<file path="config.mk">
export PLATFORM = sky130hd
export DESIGN_NAME = keyword_lexer_stream_core
export DESIGN_NICKNAME = d
export VERILOG_FILES = /design/src/rtl/kls_pkg.sv /design/src/rtl/kls_scan.sv /design/src/rtl/kls_token_fifo.sv /design/src/rtl/keyword_lexer_stream_core.sv
export VERILOG_INCLUDE_DIRS = /design/src /design/src/rtl
export SDC_FILE = /design/constraint.sdc
export NUM_CORES = 1
export LEC_CHECK = 0
export BUFFER_PORTS_ARGS = -buffer_cell sky130_fd_sc_hd__buf_2
export CELL_PAD_IN_SITES_DETAIL_PLACEMENT = 0
export CELL_PAD_IN_SITES_GLOBAL_PLACEMENT = 1
export CORE_MARGIN = 10
export CORE_UTILIZATION = 45
export DETAILED_ROUTE_END_ITERATION = 10
export PLACE_DENSITY = 0.79
export REMOVE_ABC_BUFFERS = 1
export SYNTH_ARGS = -nofsm -noshare
export SYNTH_HDL_FRONTEND = slang
export SYNTH_HIERARCHICAL = 1
export SYNTH_SLANG_ARGS = --single-unit
</file>
<file path="constraint.sdc">
create_clock -name clk_i -period 12.72 [get_ports clk_i]
set_input_delay 3.816 -clock clk_i [delete_from_list [all_inputs] [get_ports clk_i]]
set_output_delay 3.816 -clock clk_i [all_outputs]
set_load 0.1 [all_outputs]
</file>
<file path="src/rtl/keyword_lexer_stream_core_macros.svh">
// Assertion helpers for the keyword lexer core.
// Both macros expect clk_i and rst_ni in scope.
`ifndef KEYWORD_LEXER_STREAM_CORE_MACROS_SVH
`define KEYWORD_LEXER_STREAM_CORE_MACROS_SVH

// Same-cycle implication.
`define KLS_ASSERT_NOW(lbl, ante, cons, msg) \
  lbl: assert property (@(posedge clk_i) disable iff (!rst_ni) (ante) |-> (cons)) \
    else $error(msg);

// Next-cycle implication.
`define KLS_ASSERT_NEXT(lbl, ante, cons, msg) \
  lbl: assert property (@(posedge clk_i) disable iff (!rst_ni) (ante) |=> (cons)) \
    else $error(msg);

`endif

</file>
<file path="src/rtl/kls_pkg.sv">
package kls_pkg;

  localparam int unsigned KW_NUM   = 19;
  localparam int unsigned KW_SLOTS = 10;
  localparam int unsigned LEN_W    = 7;
  localparam int unsigned LINE_W   = 16;

  // Output queue; must hold at least the two words one byte can produce.
  localparam int unsigned FIFO_DEPTH = 4;
  localparam int unsigned FIFO_AW    = $clog2(FIFO_DEPTH);
  localparam int unsigned FIFO_LW    = $clog2(FIFO_DEPTH + 1);

  typedef enum logic [1:0] {
    KIND_KEYWORD = 2'd0,
    KIND_NUMBER  = 2'd1,
    KIND_IDENT   = 2'd2,
    KIND_SYMBOL  = 2'd3
  } token_kind_e;

  typedef struct packed {
    logic [7:0] char_byte;
    logic       end_of_input;
  } kls_in_t;

  typedef struct packed {
    token_kind_e        token_kind;
    logic [4:0]         keyword_index;
    logic [LEN_W-1:0]   token_length;
    logic [7:0]         symbol_byte;
    logic [LINE_W-1:0]  line_number;
    logic               last_of_run;
  } kls_out_t;

  // Up to two tokens per accepted byte, packed from the first slot.
  typedef struct packed {
    logic [1:0] count;
    kls_out_t   first;
    kls_out_t   second;
  } kls_push_t;

  typedef struct packed {
    logic              word_pending;
    logic [LINE_W-1:0] line_count;
  } kls_scan_stat_t;

  typedef struct packed {
    logic [FIFO_LW-1:0] level;
  } kls_fifo_stat_t;

  // Keyword text, first character in the top byte, zero padded.
  function automatic logic [8*KW_SLOTS-1:0] kw_text(input logic [4:0] idx);
    logic [8*KW_SLOTS-1:0] t;
    case (idx)
      5'd0:    t = {"program",   24'h0};
      5'd1:    t = {"begin",     40'h0};
      5'd2:    t = {"end",       56'h0};
      5'd3:    t = {"var",       56'h0};
      5'd4:    t = {"integer",   24'h0};
      5'd5:    t = {"real",      48'h0};
      5'd6:    t = {"boolean",   24'h0};
      5'd7:    t = {"if",        64'h0};
      5'd8:    t = {"then",      48'h0};
      5'd9:    t = {"else",      48'h0};
      5'd10:   t = {"while",     40'h0};
      5'd11:   t = {"do",        64'h0};
      5'd12:   t = {"for",       56'h0};
      5'd13:   t = {"to",        64'h0};
      5'd14:   t = {"downto",    32'h0};
      5'd15:   t = {"repeat",    32'h0};
      5'd16:   t = {"until",     40'h0};
      5'd17:   t = {"procedure",  8'h0};
      5'd18:   t = {"function",  16'h0};
      default: t = '0;
    endcase
    return t;
  endfunction

  function automatic logic [3:0] kw_len(input logic [4:0] idx);
    logic [3:0] n;
    case (idx)
      5'd0, 5'd4, 5'd6:                n = 4'd7;
      5'd1, 5'd10, 5'd16:              n = 4'd5;
      5'd2, 5'd3, 5'd12:               n = 4'd3;
      5'd5, 5'd8, 5'd9:                n = 4'd4;
      5'd7, 5'd11, 5'd13:              n = 4'd2;
      5'd14, 5'd15:                    n = 4'd6;
      5'd17:                           n = 4'd9;
      5'd18:                           n = 4'd8;
      default:                         n = 4'd0;
    endcase
    return n;
  endfunction

  // Character of keyword idx at position pos (pos below KW_SLOTS).
  function automatic logic [7:0] kw_char(input logic [4:0] idx, input logic [3:0] pos);
    logic [8*KW_SLOTS-1:0] t;
    t = kw_text(idx) << {pos, 3'b000};
    return t[8*KW_SLOTS-1 -: 8];
  endfunction

endpackage

</file>
<file path="src/rtl/kls_scan.sv">
module kls_scan #(
  parameter int unsigned MAX_WORD_LEN = 127
) (
  input  logic                    clk_i,
  input  logic                    rst_ni,
  input  logic                    accept_i,
  input  kls_pkg::kls_in_t        in_data_i,
  output kls_pkg::kls_push_t      push_o,
  output kls_pkg::kls_scan_stat_t stat_o
);
  import kls_pkg::*;

  localparam int unsigned LenCapInt = (MAX_WORD_LEN > 127) ? 127 : MAX_WORD_LEN;
  localparam logic [LEN_W-1:0] LenCap = LEN_W'(LenCapInt);
  localparam logic [7:0] ChNewline    = 8'h0A;
  localparam logic [7:0] ChUnderscore = 8'h5F;
  localparam logic [LINE_W-1:0] LineMax = '1;

  logic [KW_NUM-1:0] mask_q, mask_d;
  logic [LEN_W-1:0]  len_q, len_d;
  logic              digit_q, digit_d;
  logic [LINE_W-1:0] line_q, line_d;

  logic [7:0]        c;
  logic              is_digit, is_word, is_space, pending;
  logic              kw_hit;
  logic [4:0]        kw_idx;
  logic [KW_NUM-1:0] base_mask;
  kls_out_t          word_res, sym_res;

  assign c        = in_data_i.char_byte;
  assign is_digit = (c >= "0") && (c <= "9");
  assign is_word  = ((c >= "a") && (c <= "z")) || ((c >= "A") && (c <= "Z")) ||
                    is_digit || (c == ChUnderscore);
  assign is_space = (c == " ") || ((c >= 8'd9) && (c <= 8'd13));
  assign pending  = (len_q != '0);

  // Lowest surviving candidate whose length matches the word.
  always_comb begin
    kw_hit = 1'b0;
    kw_idx = '0;
    for (int i = KW_NUM - 1; i >= 0; i--) begin
      if (mask_q[i] && ({3'b000, kw_len(5'(i))} == len_q)) begin
        kw_hit = 1'b1;
        kw_idx = 5'(i);
      end
    end
  end

  always_comb begin
    word_res.token_kind    = kw_hit ? KIND_KEYWORD : (digit_q ? KIND_NUMBER : KIND_IDENT);
    word_res.keyword_index = kw_hit ? kw_idx : 5'd0;
    word_res.token_length  = len_q;
    word_res.symbol_byte   = 8'd0;
    word_res.line_number   = line_q;
    word_res.last_of_run   = 1'b0;

    sym_res.token_kind    = KIND_SYMBOL;
    sym_res.keyword_index = 5'd0;
    sym_res.token_length  = LEN_W'(1);
    sym_res.symbol_byte   = c;
    sym_res.line_number   = line_q;
    sym_res.last_of_run   = 1'b1;
  end

  always_comb begin
    push_o.count  = 2'd0;
    push_o.first  = word_res;
    push_o.second = sym_res;
    if (in_data_i.end_of_input) begin
      push_o.first.last_of_run = 1'b1;
      push_o.count             = pending ? 2'd1 : 2'd0;
    end else if (!is_word) begin
      if (pending) begin
        push_o.first.last_of_run = is_space;
        push_o.count             = is_space ? 2'd1 : 2'd2;
      end else begin
        push_o.first = sym_res;
        push_o.count = is_space ? 2'd0 : 2'd1;
      end
    end
  end

  assign base_mask = pending ? mask_q : '1;

  always_comb begin
    mask_d  = mask_q;
    len_d   = len_q;
    digit_d = digit_q;
    line_d  = line_q;
    if (in_data_i.end_of_input) begin
      mask_d  = '1;
      len_d   = '0;
      digit_d = 1'b0;
      line_d  = LINE_W'(1);
    end else if (is_word) begin
      for (int i = 0; i < KW_NUM; i++) begin
        mask_d[i] = base_mask[i] && (len_q < LEN_W'(KW_SLOTS)) &&
                    (kw_char(5'(i), len_q[3:0]) == c);
      end
      len_d   = (len_q < LenCap) ? len_q + LEN_W'(1) : len_q;
      digit_d = pending ? digit_q : is_digit;
    end else begin
      mask_d  = '1;
      len_d   = '0;
      digit_d = 1'b0;
      if ((c == ChNewline) && (line_q != LineMax)) begin
        line_d = line_q + LINE_W'(1);
      end
    end
  end

  always_ff @(posedge clk_i or negedge rst_ni) begin
    if (!rst_ni) begin
      mask_q  <= '1;
      len_q   <= '0;
      digit_q <= 1'b0;
      line_q  <= LINE_W'(1);
    end else if (accept_i) begin
      mask_q  <= mask_d;
      len_q   <= len_d;
      digit_q <= digit_d;
      line_q  <= line_d;
    end
  end

  assign stat_o.word_pending = pending;
  assign stat_o.line_count   = line_q;

endmodule

</file>
<file path="src/rtl/kls_token_fifo.sv">
module kls_token_fifo (
  input  logic                    clk_i,
  input  logic                    rst_ni,
  input  logic                    push_en_i,
  input  kls_pkg::kls_push_t      push_i,
  output logic                    room_o,
  output logic                    out_valid_o,
  input  logic                    out_ready_i,
  output kls_pkg::kls_out_t       out_data_o,
  output kls_pkg::kls_fifo_stat_t stat_o
);
  import kls_pkg::*;

  kls_out_t            mem_q [FIFO_DEPTH];
  logic [FIFO_AW-1:0]  wr_ptr_q, wr_ptr_d, rd_ptr_q, wr_next;
  logic [FIFO_LW-1:0]  level_q, level_d;
  logic                pop;
  logic [1:0]          n_push;

  assign n_push  = push_en_i ? push_i.count : 2'd0;
  assign pop     = out_valid_o && out_ready_i;
  assign wr_next = wr_ptr_q + FIFO_AW'(1);
  assign wr_ptr_d = wr_ptr_q + FIFO_AW'(n_push);
  assign level_d  = level_q + FIFO_LW'(n_push) - FIFO_LW'(pop);

  // Room for the worst case of two words, judged on registered level only.
  assign room_o      = (level_q <= FIFO_LW'(FIFO_DEPTH - 2));
  assign out_valid_o = (level_q != '0);
  assign out_data_o  = mem_q[rd_ptr_q];

  always_ff @(posedge clk_i) begin
    if (n_push != 2'd0) begin
      mem_q[wr_ptr_q] <= push_i.first;
    end
    if (n_push == 2'd2) begin
      mem_q[wr_next] <= push_i.second;
    end
  end

  always_ff @(posedge clk_i or negedge rst_ni) begin
    if (!rst_ni) begin
      wr_ptr_q <= '0;
      rd_ptr_q <= '0;
      level_q  <= '0;
    end else begin
      wr_ptr_q <= wr_ptr_d;
      level_q  <= level_d;
      if (pop) begin
        rd_ptr_q <= rd_ptr_q + FIFO_AW'(1);
      end
    end
  end

  assign stat_o.level = level_q;

endmodule

</file>
<file path="src/rtl/keyword_lexer_stream_core.sv">
// Each token word is registered in the token queue when its byte is accepted and reaches the output behind older words.
// Throughput: one byte per cycle while the token queue has room for two words;
//   output drains one word per cycle while out_ready_i is high, and a word-plus-symbol byte yields two words.
// Reset (async, active low): line count 1, no word pending, all keyword
//   candidates set, token queue empty.
`include "keyword_lexer_stream_core_macros.svh"

module keyword_lexer_stream_core #(
  parameter int unsigned MAX_WORD_LEN = 127
) (
  input  logic              clk_i,
  input  logic              rst_ni,
  input  logic              in_valid_i,
  output logic              in_ready_o,
  input  kls_pkg::kls_in_t  in_data_i,
  output logic              out_valid_o,
  input  logic              out_ready_i,
  output kls_pkg::kls_out_t out_data_o
);
  import kls_pkg::*;

  logic           accept;
  kls_push_t      push;
  kls_scan_stat_t scan_stat;
  kls_fifo_stat_t fifo_stat;

  // A byte is taken when it is valid and the queue can absorb both possible tokens.
  assign accept = in_valid_i && in_ready_o;

  // Character classification, keyword candidate mask, word length and
  // line counter; forms the token words for the current byte.
  kls_scan #(
    .MAX_WORD_LEN(MAX_WORD_LEN)
  ) u_scan (
    .clk_i     (clk_i),
    .rst_ni    (rst_ni),
    .accept_i  (accept),
    .in_data_i (in_data_i),
    .push_o    (push),
    .stat_o    (scan_stat)
  );

  // Result register bank: decouples the two sides so a waiting token
  // never stalls intake until the queue nears full.
  kls_token_fifo u_fifo (
    .clk_i       (clk_i),
    .rst_ni      (rst_ni),
    .push_en_i   (accept),
    .push_i      (push),
    .room_o      (in_ready_o),
    .out_valid_o (out_valid_o),
    .out_ready_i (out_ready_i),
    .out_data_o  (out_data_o),
    .stat_o      (fifo_stat)
  );

  // Queue never overfills.
  `KLS_ASSERT_NOW(a_fifo_bound, 1'b1, fifo_stat.level <= FIFO_LW'(FIFO_DEPTH), "token queue overflow")
  // Output valid tracks queue occupancy.
  `KLS_ASSERT_NOW(a_valid_level, 1'b1, out_valid_o == (fifo_stat.level != '0), "valid/level mismatch")
  // End of input clears the word and restarts the line count.
  `KLS_ASSERT_NEXT(a_eoi_reset, accept && in_data_i.end_of_input, !scan_stat.word_pending && (scan_stat.line_count == LINE_W'(1)), "end of input did not reset scan state")
  // Line count never drops to zero.
  `KLS_ASSERT_NOW(a_line_nonzero, 1'b1, scan_stat.line_count != '0, "line count reached zero")

endmodule
</file>
==> results.md, run 1 <==
- Run status: finished, final reports clean
- Total GRT Usage: about 18%
- Min cycle time layout: 7.58 ns
- Int Pwr: ~1.6 mW
- Critical Path, Cell by Cell: buf_2, or2_2, nor4_4, o41ai_4, o21ai_0, nand3b_4, nor3b_4, buf_4, mux2_2
- Drt via density: 5.97
- Post-CTS sizing: 0
- Clk slew on worst S/H paths: 0.06 ns
- Pre-CTS WS: approximately 4.7 ns
- Final Net Count: between 1,000 and 1,500
- Max-slew violation count: 0
- Hold Path Depth: 2
- Critical path startpoint category: input pin
- Worst Reg-to-Reg Cells: 13
- IR drop worst, VDD: ~0.16 mV
- Post-route antenna net violation count: 0
- Reg area: between 0.005 and 0.006 sq mm
- Mapped Area: 0.0133 sq mm
- Die area: around 0.037 sq mm
- Post-CTS Hold Fix Bufs: 0
- Cells after Synth: between 1,000 and 1,500
- Flop pwr share: roughly 33%
- Crit path required time: ~13 ns
- Slew @ Worst Pin: about 1.1 ns
- Crit path max fanout: 42
- Critical path data arrival time: 7.84 ns
- Clock root cell: clkbuf_16
- Layout cell share with drive strength beyond 1: between 30% and 40%
- Clock Latency Late Sink: roughly 0.5 ns
- Setup slack, reg-to-reg: approximately 8 ns
- Largest net degree at the start of global routing: 58
- Avg Inst Size Synth: approximately 12 sq um
- Max stage delay on crit path: between 0.6 and 0.7 ns
- Setup TNS: 0 ns
- Dpl cells: 1,493
- FF-to-FF End: u_fifo/mem_q[2][26]
- Logic pwr share: between 40% and 50%
- RSZ-0062 raised after global routing: no
- FF-to-FF Start: u_scan/len_q[1]
- Initial core utilization: 46.1%
- Vias in the first global route: between 8,000 and 9,000
- CP Capture Type: register
- Area of the multi-input gates: approximately 0.0066 sq mm
- Area growth from synthesis to layout: 7.27%
- Hold Fails Final Rpt: 0
- Finished Layout Cells: 1,534
- Switch Pwr: 1.34 mW
- Layout Utilization: 49.4%
- Post-CTS Setup Bufs: 0
- Clock Power Share: between 20% and 30%
- DP Wirelength: roughly 21,000 um
- Hold/Removal Path Class: reg -> reg
- Period utilization: 59.6%
- Switching Fraction: a little under half
- Max Fclk: 132 MHz
- Pre-Repair DR Iteration Count: 5
- Met2 wire len: 15,500 um
- Setup CP Type: in -> reg
- Grt ovf: 0
- Routability cong.: 0.890
- Slew HR: between 20% and 30%
- CTS max path bufs: 3
- # rows: 62
- Ant. Diodes: 0
- Final wirelength: between 30,000 and 40,000 um
- Drt drc: 0
- HP Start: u_scan/mask_q[12]
- CTS Sinks: 206
- WHS Endpoint: u_scan/mask_q[12]
- Vias: 9,160
- First-pass GRT wire length: between 50,000 and 60,000 um
- Metal-1 WL: about 15,000 um
- Initial antenna violation count: 1
- Leak: approximately 5.2 nW
- Port bufs: between 50 and 60
- CP max-delay cell: nor3b_4
- Pwr Density: 206 mW/mm^2
- CTS tree: built
- Iteration-0 DRC count of the detailed router: approximately 770
- Core footprint: between 0.02 and 0.03 sq mm
- Die width: around 190 um
- Yosys Warn Count: 6
- MaxCap Viol Count: 0
- Layout fillers: 2,558
- Final Skew: approximately 0.012 ns
- Routed len/inst: 21.6 um
- Fin worst setup slack: 5.14 ns
- DR top layer: met5
- DR WL met3: ~1800 um
- Die height: 192 um
- I/O pins: 54
- Number of H-tree levels: 1
- Number of CTS-inserted buffers: 23
- Setup violators final: 0
## per-stage QoR
| stage | hold WS [ns] | instance area [sq um] | total power, mW |
|---|---|---|---|
| 2_1_floorplan | 0.475 | 12700 | 2.05 |
| 3_3_place_gp | 0.493 | 13600 | 2.32 |
| 3_5_place_dp | 0.492 | 13600 | 2.34 |
| 4_1_cts | 0.502 | 14300 | 2.97 |
| 5_1_grt | 0.532 | 14300 | 3.08 |
| 6_report | 0.501 | 14300 | 2.94 |
## routing by layer
metal | track usage [%] | vias to the layer above
met4 | 3.82 | 2
met5 | 0 | -
met2 | 28.0 | 282
met1 | 25.2 | 4594
li1 | - | 4243
met3 | 2.10 | 39
## area by class of cell
cell class	instances	area share [%]
Clock buffer	33	4.50
Clock inverter	8	0.490
Inverter	29	0.778
Multi-Input combinational cell	800	46.2
Sequential cell	206	41.7
Tap cell	384	3.36
Timing Repair Buffer	74	2.96
## layout by cell type (no fill, tap or decap), types with 6 or more instances in the layout
cell       count
nor3_1        18
clkbuf_1       7
buf_4         21
conb_1        15
mux4_2        39
a21oi_1       64
edfxtp_1     156
or3_1          8
dfstp_2       20
xnor2_1       39
a211oi_1       7
xor2_1        23
dfrtp_1       28
clkbuf_16     23
buf_2         53
nor4_1        15
a31oi_1       15
ha_1          20
mux2_2       148
nand4_1       17
nand3b_1       6
o21ai_0       48
o31ai_1        8
and3_1         6
nor3b_1        6
o22ai_1        6
and2_1         8
nand2b_1      15
inv_1         27
mux2_4        10
nand3_1       24
nand2_1       61
nor2_1        67
o211ai_1       7
## power by group through the flow
stage	combinational, mW	sequential (mW)	clock [mW]
after floorplan	1.09	0.962	0
after detailed placement	1.35	0.987	0
after CTS	1.35	0.975	0.638
final	1.34	0.974	0.625
after global routing	1.42	0.992	0.668
after global placement	1.34	0.984	0
## critical path, delay by kind of cell
kind	cells	cell delay [ns]
compound gates	2	1.07
simple gates	4	1.34
buf+inv	2	1.15
mux	1	0.39
## registers in the layout (all words and copies together), names as in the netlist
name / flops
u_fifo/mem_q: 156
u_fifo/stat_o: 3
u_fifo/rd_ptr_q: 2
u_fifo/wr_ptr_q: 2
u_scan/line_q: 16
u_scan/len_q: 7
u_scan/digit_q: 1
u_scan/mask_q: 19
## how the worst max path moves through the flow
stage,startpoint,endpoint,depth (start not counted)
finish,in_data_i[4],u_fifo/mem_q[2][26],9
global route,in_data_i[4],u_fifo/mem_q[2][11],10
CTS,in_data_i[4],u_fifo/mem_q[2][11],9
detailed placement,in_data_i[4],u_fifo/mem_q[2][31],9
global placement,in_data_i[4],u_fifo/mem_q[2][32],9
floorplan,in_data_i[3],u_fifo/mem_q[1][28],9
(Power assumes the default switching activity.)
==> run 2: changes to the inputs <==
PLACE_DENSITY = 0.82   (was 0.79)
clock period = 6.09 ns   (was 12.72 ns; I/O delays follow)
==> run 2 against run 1 <==
Effect of this change: critical endpoint is now u_fifo/stat_o[2]; via count rose by 1.8%; sequential power rose by 110%; register-to-register slack got worse by 5.8 ns; count of clock-buffer cells in the layout did not move; worst hold slack improved by 0.016 ns; first-iteration DRC count rose by 26%; sequential share of layout area fell by 0.36 points; cell area rose by 0.88%.
==> results.md, run 2 (synthesis gave the netlist of run 1 again) <==
- Run status: finished, final reports clean
- Number of CTS-inserted buffers: 23
- Initial antenna violation count: 1
- Total GRT Usage: 17.9%
- Leak: about 5.3 nW
- Critical path data arrival time: between 5 and 6 ns
- Min cycle time layout: approximately 4.8 ns
- CTS max path bufs: 3
- Largest reg by FF count: u_fifo/mem_q
- Pre-Repair DR Iteration Count: 5
- Final wirelength: ~34,000 um
- Reg area: approximately 0.0060 sq mm
- Post-CTS sizing: 0
- Number of H-tree levels: 1
- Logic pwr share: 46.1%
- Clock Power Share: 21.6%
- Biggest regs: u_fifo/mem_q: 156 flops, u_scan/mask_q: 19 flops, u_scan/line_q: 16 flops
- Dpl cells: about 1,500
- Core footprint: slightly below 0.03 sq mm
- Die area: approximately 0.037 sq mm
- Area of the multi-input gates: about 0.0066 sq mm
- Crit path required time: about 6.5 ns
- Int Pwr: 3.37 mW
- Critical path startpoint category: input pin
- Max Fclk: ~210 MHz
- Period utilization: 78.3%
- Largest net degree at the start of global routing: 58
- Vias in the first global route: between 8,000 and 9,000
- Final Skew: roughly 0.02 ns
- Post-DP Area: approximately 0.014 sq mm
- CTS tree: built
- Worst Hold Slack: slightly above 0.5 ns
- Setup CP Type: in -> reg
- Pwr Total: ~6.2 mW
- Fin worst setup slack: approximately 1.3 ns
- Iteration-0 DRC count of the detailed router: between 900 and 1,000
- Post-CTS Setup Bufs: 0
- Die height: just under 200 um
- RSZ-0062 raised after global routing: no
- Layout fillers: between 2,000 and 3,000
- Post-CTS Hold Fix Bufs: 0
- Finished Layout Cells: about 1,500
- Pre-CTS WS: ~0.83 ns
- Hold Path Depth: 2
- Setup TNS: 0 ns
- Routed len/inst: 21.9 um
- Area growth from synthesis to layout: 8.22%
- Layout Utilization: roughly half
- MaxCap Viol Count: 0
- DP Wirelength: between 20,000 and 25,000 um
- I/O pins: 54
- Switching Fraction: approximately 46%
- Clock Latency Late Sink: about 0.52 ns
- # rows: a little over 60
- Hold Fails Final Rpt: 0
- Port bufs: between 50 and 60
- Max FFs per register: 156
- Grt ovf: 0
- Slew HR: 25.4%
- Drt drc: 0
- Setup violators final: 0
- Most common cell after layout, fill and taps aside: edfxtp_1
- Switch Pwr: between 2 and 3 mW
- First-pass GRT wire length: ~52,000 um
- CP Capture Type: register
- Post-route antenna net violation count: 0
- Most frequent cells in the layout: edfxtp_1 (156), mux2_2 (148), nor2_1 (67)
- Worst Reg-to-Reg Cells: 13
- Flop pwr share: between 30% and 40%
- Routability cong.: 0.922
- CTS Sinks: approximately 210
- Drt via density: 6.04
- Layout cell share with drive strength beyond 1: between 30% and 40%
- Die width: between 150 and 200 um
- Crit path max fanout: 24
- Hold/Removal Path Class: reg -> reg
- Clk slew on worst S/H paths: roughly 0.060 ns
- Vias: roughly 9,300
- Max-slew violation count: 0
- Pwr Density: ~430 mW/mm^2
- IR drop worst, VDD: about 0.26 mV
- Initial core utilization: a little under half
- Slew @ Worst Pin: 1.12 ns
- Post-route cell area: about 0.014 sq mm
- Final Net Count: 1,176
- Clock root cell: clkbuf_16
## run 2: power groups by stage
stage	Sequential, mW	Clock (mW)	Combinational, mW
after global routing	2.04	1.42	3.05
after detailed placement	2.04	0	2.88
after floorplan	2.01	0	2.28
after CTS	2.01	1.37	2.89
final	2.01	1.35	2.88
after global placement	2.03	0	2.86
## run 2: routing by layer
layer  vias to the layer above  GRT usage (%)  wire (um)
met2                       352           28.2      15600
li1                       4279              -          -
met5                         -              0          0
met4                         0           5.04        918
met1                      4628           25.4      15200
met3                        63           2.27       2170
## run 2: final timing paths
check / to / slack (ns) / start
worst min register to register: u_scan/mask_q[12] / 0.52 / u_scan/mask_q[12]
worst min-delay path: u_scan/mask_q[12] / 0.52 / u_scan/mask_q[12]
max in group asynchronous: u_fifo/rd_ptr_q[0] / 4.09 / rst_ni
worst max register to register: u_fifo/stat_o[2] / 2.06 / u_scan/len_q[6]
worst max-delay path: u_fifo/stat_o[2] / 1.32 / in_data_i[5]
min in group asynchronous: u_scan/line_q[7] / 1.11 / rst_ni
## run 2: cell type report
type | count | share of cell area (%)
multi-input cells | 800 | 45.8
flip-flops and latches | 206 | 41.3
clock buffers | 33 | 4.39
repair buffers | 82 | 3.69
well taps | 384 | 3.33
inverters | 29 | 0.772
clock inverters | 9 | 0.650
diodes | 1 | 0.0173
## run 2: worst max-delay path, cell delays in order
cell      delay, ns
buf_2          0.29
nor3b_4        0.29
nand2_1        0.08
a211oi_1       0.26
a31oi_1        0.11
ha_1           0.31
nand2b_1       0.05
o21ai_0        0.55
nand2_1        0.16
ha_1           0.32
inv_1          0.04
ha_1           0.18
fa_1           0.38
xnor2_1        0.20
xnor2_1        0.13
